## src/design/stbs_pkg.sv

```systemverilog
// Shared types and constants of the sorted table search block.
package stbs_pkg;

  // Field widths of the stream and configuration interfaces
  localparam int unsigned IDX_W       = 10;
  localparam int unsigned VAL_W       = 32;
  localparam int unsigned CNT_W       = 11;
  localparam int unsigned TDATA_IN_W  = 80;
  localparam int unsigned TDATA_OUT_W = 8;
  localparam int unsigned APB_ADDR_W  = 3;
  localparam int unsigned APB_DATA_W  = 32;

  localparam int unsigned MAX_ENTRIES_DEF = 1024;

  // Register index, taken from paddr[2]
  localparam logic REG_ENTRY_COUNT = 1'b0;

  typedef enum logic {
    REQ_WRITE  = 1'b0,
    REQ_SEARCH = 1'b1
  } req_e;

  // Source of the table read address
  typedef enum logic [1:0] {
    RD_ZERO     = 2'd0,
    RD_LAST     = 2'd1,
    RD_MID_INIT = 2'd2,
    RD_NEXT     = 2'd3
  } rd_sel_e;

  typedef struct packed {
    logic    wr_en;
    logic    load_search;
    logic    rd_en;
    rd_sel_e rd_sel;
    logic    set_res;
    logic    res_val;
    logic    out_load;
  } cmd_t;

  typedef struct packed {
    logic count_zero;
    logic below_first;
    logic above_last;
    logic hit;
    logic exhausted;
    logic out_free;
  } sts_t;

endpackage

```

## src/design/stbs_ctrl.sv

```systemverilog
// Controller: sequences table writes, range check and binary search probes.
module stbs_ctrl (
  input  logic           clk_i,
  input  logic           rst_ni,
  input  logic           s_valid_i,
  input  logic           req_type_i,
  output logic           s_ready_o,
  input  stbs_pkg::sts_t sts_i,
  output stbs_pkg::cmd_t cmd_o
);
  import stbs_pkg::*;

  typedef enum logic [4:0] {
    S_IDLE  = 5'b00001,
    S_FIRST = 5'b00010,
    S_LAST  = 5'b00100,
    S_PROBE = 5'b01000,
    S_DONE  = 5'b10000
  } state_e;

  state_e state_q, state_d;

  always_comb begin
    state_d   = state_q;
    s_ready_o = 1'b0;
    cmd_o     = '0;
    unique case (state_q)
      S_IDLE: begin
        s_ready_o = 1'b1;
        if (s_valid_i) begin
          if (req_type_i == REQ_WRITE) begin
            cmd_o.wr_en = 1'b1;
          end else begin
            cmd_o.load_search = 1'b1;
            if (sts_i.count_zero) begin
              cmd_o.set_res = 1'b1;
              cmd_o.res_val = 1'b0;
              state_d       = S_DONE;
            end else begin
              cmd_o.rd_en  = 1'b1;
              cmd_o.rd_sel = RD_ZERO;
              state_d      = S_FIRST;
            end
          end
        end
      end
      S_FIRST: begin
        if (sts_i.below_first) begin
          cmd_o.set_res = 1'b1;
          state_d       = S_DONE;
        end else begin
          cmd_o.rd_en  = 1'b1;
          cmd_o.rd_sel = RD_LAST;
          state_d      = S_LAST;
        end
      end
      S_LAST: begin
        if (sts_i.above_last) begin
          cmd_o.set_res = 1'b1;
          state_d       = S_DONE;
        end else begin
          cmd_o.rd_en  = 1'b1;
          cmd_o.rd_sel = RD_MID_INIT;
          state_d      = S_PROBE;
        end
      end
      S_PROBE: begin
        if (sts_i.hit) begin
          cmd_o.set_res = 1'b1;
          cmd_o.res_val = 1'b1;
          state_d       = S_DONE;
        end else if (sts_i.exhausted) begin
          cmd_o.set_res = 1'b1;
          state_d       = S_DONE;
        end else begin
          cmd_o.rd_en  = 1'b1;
          cmd_o.rd_sel = RD_NEXT;
        end
      end
      S_DONE: begin
        if (sts_i.out_free) begin
          cmd_o.out_load = 1'b1;
          state_d        = S_IDLE;
        end
      end
      default: state_d = S_IDLE;
    endcase
  end

  always_ff @(posedge clk_i or negedge rst_ni) begin
    if (!rst_ni) begin
      state_q <= S_IDLE;
    end else begin
      state_q <= state_d;
    end
  end

endmodule

```

## config.mk

```make
export PLATFORM = sky130hd
export DESIGN_NAME = stbs_ctrl
export DESIGN_NICKNAME = d
export VERILOG_FILES = /design/src/design/stbs_pkg.sv /design/src/design/stbs_ctrl.sv
export SDC_FILE = /design/constraint.sdc
export NUM_CORES = 1
export LEC_CHECK = 0
export ABC_AREA = 1
export BUFFER_PORTS_ARGS = -buffer_cell sky130_fd_sc_hd__buf_2
export CAP_MARGIN = 10
export CORE_AREA = 5 5 42 44
export DETAILED_ROUTE_END_ITERATION = 10
export DIE_AREA = 0 0 47 49
export PLACE_DENSITY_LB_ADDON = 0.05
export SYNTH_ARGS = -nofsm -noshare
export SYNTH_HDL_FRONTEND = slang
export SYNTH_SLANG_ARGS = --single-unit
```

## constraint.sdc

```tcl
create_clock -name clk_i -period 1.4 [get_ports clk_i]
set_clock_uncertainty 0.15 [all_clocks]
set_input_delay 0.07 -clock clk_i [delete_from_list [all_inputs] [get_ports clk_i]]
set_output_delay 0.07 -clock clk_i [all_outputs]
set_load 0.02 [all_outputs]
```

After elaboration in Yosys (flattened, before gate mapping)
Index checks and enable logic that the tools add are counted.
Widths: inputs -> output; s select.
Storage, ports and cells
  flip-flop bits (word level): 5
  bits of input ports: 10
  output and inout bits: 9
  logic and storage cells: 40
Cells by class
  eq/ne operators: 9
  mux-type cells: 29
  reduce and logical (&&, ||, !) cells: 1
Operator list (number)
  $mux 5: 8
  $pmux 5 s5: 1
  $pmux 4 s4: 1
  $mux 3: 5
  $mux 1: 9
  $mux 7: 1
  $mux 6: 1
  $ne 2x2->1 const B: 3
  $eq 5x1->1 const B: 1
  $eq 5x2->1 const B: 1
  $eq 5x3->1 const B: 1
  $eq 5x4->1 const B: 1
  $eq 5x5->1 const B: 1
  $mux 2: 2
  $reduce_and 4->1: 1
  $ne 3x3->1 const B: 1
  $pmux 1 s2: 1

Logic depth before layout (Yosys ltp)
Gate-level depths: netlist of the first run.
  depth after elaboration: 4
  depth in mapped cells: 7
  gate-level depth less buffers: 7

Least setup slack after synthesis of the first run
No wires, ideal clock.
  path kind: flip-flop to output port
  start point: register state_q[0]
  end point: output port cmd_o[7] (netlist bit)
  arrival time: 1.242 ns
  data required time: 1.180 ns
  slack: -0.062 ns
  stages on the path, launching flop included: 7
  buffers on the path: 0
  path through: dfstp_2 -> inv_1 -> nor2_2 -> nand3_2 -> inv_2 -> nand2_1 -> nor2_1
RTL lines
  start, declared: line stbs_ctrl.sv:21  | state_e state_q, state_d;
  start signal, assigned: line stbs_ctrl.sv:94  | state_q <= state_d;
  end, declared: line stbs_ctrl.sv:9  | output stbs_pkg::cmd_t cmd_o

==> metrics.log, run 1 <==
INFO  metric run_status = finished with violations
INFO  metric violations = negative hold slack, negative setup slack
INFO  metric synth_seq_cells = 5
INFO  metric cts_tree = yes
INFO  metric critPathCaptureType = primary output
INFO  metric power_frac_clock = 18.9%
INFO  metric switching_share = 39.7%
INFO  metric core_outline_area = 1400 sq um
INFO  metric grt_max_degree = 6
INFO  metric first_global_vias = 424
INFO  metric postRouteAntennaNets = 0
INFO  metric final_hold_viol_count = 1
INFO  metric fin_cells = 109
INFO  metric synth_flop_cell = sky130_fd_sc_hd__dfrtp_1
INFO  metric grt_pass1_wl = 1.69 mm
INFO  metric clkLatencyLatePin = 240 ps
INFO  metric numPortBuffers = 18
INFO  metric detailedPlace.worstSlack = -80.5 ps
INFO  metric largest_registers = state_q: 5 flops
INFO  metric synth-edff-count = 0
INFO  metric worst_setup_hold_path_clk_slew = 40 ps
INFO  metric detail_route.drc_violations = 0
INFO  metric detailed_place_hpwl = 861 microns
INFO  metric wl_met3 = 83 microns
INFO  metric wirelength_met1 = 455 microns
INFO  metric largest_register_ffs = 5
INFO  metric cp_cell_sequence = inv_2 -> nor2_4 -> nand3_4 -> o21ai_1 -> nor2_1 -> inv_1 -> buf_6
INFO  metric finalPower = 0.000862 W
INFO  metric cp.required = between 1000 and 1500 ps
INFO  metric worst_path_slowest_cell = sky130_fd_sc_hd__dfstp_2
INFO  metric synth_top_area_cell = sky130_fd_sc_hd__dfrtp_1
INFO  metric fillCellCount = 163
INFO  metric die_w = 47 microns
INFO  metric timing.hold.worst_path_depth = 2
INFO  metric layout-area-overhead-vs-synth = 93.3%
INFO  metric globalplace.congestion = 0.757
INFO  metric postSynth.asyncResetShare = 100%
INFO  metric synth.yosys.warnings = 0
INFO  metric tns = -1790 ps
INFO  metric drtPass1Iterations = 3
INFO  metric postRouteWirelength = roughly 1.1 mm
INFO  metric timing.max_cap.violations = 0
INFO  metric dr.first_iter.drc_count = 5
INFO  metric crit_path_max_incr_delay = 560 ps
INFO  metric maxUsedRoutingLayer = met3
INFO  metric syn-num-nets = 68
INFO  metric clock.fmax = 590 MHz
INFO  metric nNetsFinal = 104
INFO  metric area_enclosed_by_the_die_boundary = 2300 sq um
INFO  metric synth.top_cells.by_count = sky130_fd_sc_hd__nand2_1 (11), sky130_fd_sc_hd__nor2_1 (11), sky130_fd_sc_hd__inv_1 (9)
INFO  metric timing.reg2reg.worst_path_depth = 7
INFO  metric setup_violations = 10
INFO  metric synth.avg_cell_area = between 6 and 7 sq um
INFO  metric setup_repair_after_global_routing_missed_its_margin = yes
INFO  metric regMostFlops = state_q
INFO  metric met2_length = 577 microns
INFO  metric placed_cells = 99
INFO  metric startpoint_type = flip-flop
INFO  metric yosysTopAreaCellShare = around 27%
INFO  metric row_count = 14
INFO  metric count_of_vias_placed_by_the_detailed_router = 478
INFO  metric via_per_inst = 4.39
INFO  metric drive_above_1_share = 57.0%
INFO  metric clockBufferDepth = 2
INFO  metric htree_num_levels = 1
INFO  metric postCtsHoldBufs = 2
INFO  metric top_cells_by_area_synth = sky130_fd_sc_hd__dfrtp_1 (27%), sky130_fd_sc_hd__nand2_1 (11%), sky130_fd_sc_hd__nor2_1 (11%)
INFO  metric worst-slew-pin-transition = ~220 ps
INFO  metric ir_drop = between 0.8 and 0.9 mV
INFO  metric cts_sinks = 5
INFO  metric synthDistinctLibCells = 15
INFO  metric share_comb_of_total_power = between 50% and 60%
INFO  metric overall_die_height = 49 microns
INFO  metric synth_seq_area_share = between 30 and 40%
INFO  metric antenna_found_initial = 0
INFO  metric cp.arrival = 1480 ps
INFO  metric cp_max_fo = 4
INFO  metric power.static_leakage = 0.382 nW
INFO  metric period_share = 121%
INFO  metric cts_made_buffers = 3
INFO  metric timing.hold.ws = -124 ps
INFO  metric grt_usage = 10.5%
INFO  metric synthesis.instances = 58
INFO  metric top_level_i_o_count = 19
INFO  metric routedWlPerCell = about 10 microns
INFO  metric crit_type = reg -> out
INFO  metric timing.final.ws_setup = -295 ps
INFO  metric switching_power = 0.000343 W
INFO  metric worstHoldPathType = in -> reg
INFO  metric netlist_area = 373 sq um
INFO  metric diodes = 0
INFO  metric cell_internal_pwr = just over 0.0005 W
INFO  metric count_of_pins_over_their_slew_limit = 0
INFO  metric slew_margin_rel = 85.6%
INFO  metric cts-root-buf = sky130_fd_sc_hd__clkbuf_4
INFO  metric fin_crit = 1700 ps
INFO  metric cellPowerDensity = 1200 nW/um^2
INFO  metric initial_utilization = 26.6%
INFO  metric grt_overflow = 0
INFO  metric power_frac_seq = 24.2%
cell usage in the layout, fill, tap and decap left out, types with 2 or more instances in the layout:
| master | n |
|---|---|
| sky130_fd_sc_hd__nor2_2 | 4 |
| sky130_fd_sc_hd__o21ai_1 | 3 |
| sky130_fd_sc_hd__dfrtp_2 | 2 |
| sky130_fd_sc_hd__buf_4 | 13 |
| sky130_fd_sc_hd__buf_6 | 7 |
| sky130_fd_sc_hd__nand2_1 | 9 |
| sky130_fd_sc_hd__dlygate4sd3_1 | 2 |
| sky130_fd_sc_hd__nor2_1 | 8 |
| sky130_fd_sc_hd__nor2_4 | 3 |
| sky130_fd_sc_hd__inv_1 | 7 |
| sky130_fd_sc_hd__buf_2 | 9 |
| sky130_fd_sc_hd__nand3_1 | 4 |
| sky130_fd_sc_hd__clkbuf_4 | 3 |
| sky130_fd_sc_hd__nand4_1 | 3 |
| sky130_fd_sc_hd__inv_2 | 4 |
| sky130_fd_sc_hd__nand2_2 | 2 |
| sky130_fd_sc_hd__dfrtp_1 | 2 |
worst paths after layout:
kind,start,to,slack [ps]
setup / recovery,state_q[0],cmd_o[2],-300
hold / removal,sts_i[5],state_q[1],-120
min in group asynchronous,rst_ni,state_q[2],20
setup reg to reg,state_q[0],state_q[4],-50
hold reg to reg,state_q[1],state_q[1],480
max in group asynchronous,rst_ni,state_q[0],860
metrics by stage:
step / util [%] / hold slack [ps] / cell area, sq um
finish: 51.4 / -124 / 721
global route: 51.4 / -150 / 721
CTS: 46.3 / -126 / 648
detailed placement: 38.9 / -263 / 546
global placement: 38.9 / -263 / 546
floorplan: - / -376 / 383
per-layer routing:
metal  track usage, %  vias to the layer above
met4             4.15                        0
met5                0                        -
met1             13.2                      209
li1                 -                      252
met3             6.64                        0
met2             14.0                       17
power by group through the flow:
stage          combinational [W]  clock, W  sequential [W]
2_1_floorplan           0.000207         0        0.000198
3_3_place_gp            0.000341         0        0.000200
3_5_place_dp            0.000336         0        0.000201
4_1_cts                 0.000401  0.000172        0.000202
5_1_grt                 0.000536  0.000195        0.000212
6_report                0.000490  0.000163        0.000209
cell families (layout without fill, tap and decap cells):
family                 Yosys count  count (layout)  share of synthesized area [%]
AO/OA/AOI/OAI                    6               6                           9.06
buffers and inverters           11              46                           11.1
flip-flops                       5               5                           33.9
AND/OR/NAND/NOR                 36              36                           46.0
final cells by class:
| cell class | count | area, sq um | share of cell area, % |
|---|---|---|---|
| Clock buffer | 4 | 26.3 | 3.65 |
| Tap cell | 16 | 20.0 | 2.78 |
| Multi-Input combinational cell | 42 | 263 | 36.5 |
| Timing Repair Buffer | 31 | 241 | 33.5 |
| Inverter | 11 | 41.3 | 5.73 |
| Sequential cell | 5 | 129 | 17.9 |
critical path: cells and delay by family (launching register included):
| kind | cells | cell delay (ps) |
|---|---|---|
| simple gates | 3 | 300 |
| buf+inv | 3 | 220 |
| flops | 1 | 560 |
| compound gates | 1 | 160 |
repair_timing:
item / 4_1_cts / 5_1_grt
pin swaps: 4 / 3
buffers inserted: 2 / 2
hold endpoints to repair: 7 / 1
setup endpoints to repair: 10 / 13
resized for setup: 14 / 18
(Power assumes the default switching activity.)
==> run 2, diff against run 1 <==
==> constraint.sdc (replaced) <==
create_clock -name clk_i -period 1.4 [get_ports clk_i]
set_clock_uncertainty 0.15 [all_clocks]
set_input_delay 0.42 -clock clk_i [delete_from_list [all_inputs] [get_ports clk_i]]
set_output_delay 0.42 -clock clk_i [all_outputs]
set_load 0.02 [all_outputs]
==> metrics.log, run 2 (synthesis gave the netlist of run 1 again) <==
INFO  metric top_usage_layer = met2
INFO  metric overall_die_height = slightly below 50 microns
INFO  metric setup_violations = 11
INFO  metric violations = negative setup slack
INFO  metric grt_overflow = 0
INFO  metric grt_usage = 13.3%
INFO  metric timing.hold.worst_path_depth = 2
INFO  metric fin_crit = 2030 ps
INFO  metric routedWlPerCell = 11.3 microns
INFO  metric multi_input_comb_area = 323 sq um
INFO  metric gr-usage-met3 = 2.58%
INFO  metric worst_path_slowest_cell = sky130_fd_sc_hd__dfrtp_2
INFO  metric finalCoreUtilization = 61.3%
INFO  metric crit_type = reg -> out
INFO  metric worst-slew-pin-transition = between 200 and 250 ps
INFO  metric setup_repair_after_global_routing_missed_its_margin = yes
INFO  metric timing.final.ws_setup = -628 ps
INFO  metric timing.reg2reg.worst_path_depth = 7
INFO  metric die_w = roughly 47 microns
INFO  metric drive_above_1_share = 71.0%
INFO  metric period_share = 145%
INFO  metric largest_register_ffs = 5
INFO  metric routing_usage_on_met1 = 14.7%
INFO  metric timing.max_cap.violations = 0
INFO  metric layout.area.seq = 129 sq um
INFO  metric cts_sinks = 5
INFO  metric row_count = 14
INFO  metric layout-area-overhead-vs-synth = 131%
INFO  metric postRouteWirelength = about 1.3 mm
INFO  metric clockBufferDepth = 2
INFO  metric startpoint_type = flip-flop
INFO  metric top_level_i_o_count = 19
INFO  metric cts_made_buffers = 3
INFO  metric cts_tree = yes
INFO  metric fillCellCount = 127
INFO  metric nNetsFinal = 111
INFO  metric cp_cell_sequence = nor2_4 -> nand4_1 -> o21ai_4 -> nor2_1 -> nand2_2 -> buf_6
INFO  metric startpoint = state_q[1]
INFO  metric power.static_leakage = approximately 0.43 nW
INFO  metric crit_path_max_incr_delay = 420 ps
INFO  metric post-route-cell-area = approximately 860 sq um
INFO  metric dr.first_iter.drc_count = 12
INFO  metric grt_max_degree = 6
INFO  metric regMostFlops = state_q
INFO  metric detail_route.drc_violations = 0
INFO  metric clock.fmax = 493 MHz
INFO  metric core_outline_area = 1400 sq um
INFO  metric htree_num_levels = 1
INFO  metric postRouteAntennaNets = 0
INFO  metric worstHoldPathType = in -> reg
INFO  metric detailed_place_hpwl = around 960 microns
INFO  metric postPlaceCellArea = 648 sq um
INFO  metric worst_setup_hold_path_clk_slew = 40 ps
INFO  metric ir_drop = 0.622 mV
INFO  metric initial_utilization = 26.6%
INFO  metric drtPass1Iterations = 4
INFO  metric area_enclosed_by_the_die_boundary = approximately 2300 sq um
INFO  metric worstHoldStart = sts_i[4]
INFO  metric count_of_pins_over_their_slew_limit = 0
INFO  metric critPathCaptureType = primary output
INFO  metric grt_pass1_wl = 2.21 mm
INFO  metric cellPowerDensity = 1250 nW/um^2
INFO  metric largest_registers = state_q: 5 flops
INFO  metric grt_use_met2 = 20.6%
INFO  metric diodes = 0
INFO  metric clkLatencyLatePin = 240 ps
INFO  metric numPortBuffers = 18
INFO  metric first_global_vias = 578
INFO  metric antenna_found_initial = 0
INFO  metric slew_margin_rel = 86.1%
INFO  metric cts-root-buf = sky130_fd_sc_hd__clkbuf_4
INFO  metric via_per_inst = 4.55
INFO  metric cp.arrival = 1460 ps
INFO  metric detailedPlace.worstSlack = -442 ps
INFO  metric run_status = finished with violations
INFO  metric rr_startpoint = state_q[0]
INFO  metric globalplace.congestion = 0.774
INFO  metric cp.required = 830 ps
INFO  metric final_hold_viol_count = 0
INFO  metric top_library_cells_by_usage_in_the_layout_fill_and_taps_aside = sky130_fd_sc_hd__buf_6 (14), sky130_fd_sc_hd__buf_4 (14), sky130_fd_sc_hd__buf_2 (9)
INFO  metric cp_max_fo = 5
INFO  metric count_of_vias_placed_by_the_detailed_router = around 530
run 2: changes by cell type in the layout (fill, tap and decap cells not counted), sizes merged:
cell         change
buf              +8
dlygate4sd3      -1
run 2: metal layers:
| layer | share of wire [%] | routed length, microns | vias up |
|---|---|---|---|
| met3 | 5.7 | 75 | 2 |
| met2 | 53 | 698 | 16 |
| met1 | 39 | 507 | 243 |
| met4 | 1.9 | 25 | 0 |
| met5 | 0 | 0 | - |
| li1 | - | - | 267 |
run 2: per-stage QoR:
stage	power (W)	TNS (ps)	hold WS, ps	cells
4_1_cts	0.000944	-5060	214	112
6_report	0.00108	-5300	215	116
3_3_place_gp	0.000663	-3210	89.0	104
3_5_place_dp	0.000666	-3230	89.4	104
2_1_floorplan	0.000485	-1470	-25.6	58
5_1_grt	0.00115	-6080	228	116
run 2: timing repair:
action | 4_1_cts | 5_1_grt
endpoints found under the hold margin | 4 | 0
pin swaps | 5 | 5
buffers inserted | 3 | 6
hold buffers | 1 | 0
setup endpoints to repair | 10 | 13
gates resized for setup | 28 | 11
cloned | 0 | 0
run 2: worst max-delay path: cells and delay by family (launching register included):
family                 cells  cell delay, ps
flip-flops                 1             420
buffers and inverters      1             110
AO/OA/AOI/OAI              1             130
AND/OR/NAND/NOR            4             560
run 2: path summary, 6_finish.rpt:
check,end,slack [ps]
min in group asynchronous,state_q[3],370
worst max-delay path,cmd_o[5],-630
worst min-delay path,state_q[2],220
worst min register to register,state_q[2],460
worst max register to register,state_q[0],-110
max in group asynchronous,state_q[0],520
run 2: area by class of cell:
cell class | instances | share of cell area (%)
inverters | 11 | 5.09
repair buffers | 38 | 37.0
flip-flops and latches | 5 | 15.0
clock buffers | 4 | 3.06
well taps | 16 | 2.33
multi-input cells | 42 | 37.6
run 2: power by group:
group          switching, W  internal, W  total [W]
sequential        0.0000295     0.000179   0.000208
clock             0.0000571     0.000108   0.000165
combinational      0.000341     0.000362   0.000704
total              0.000428     0.000649    0.00108
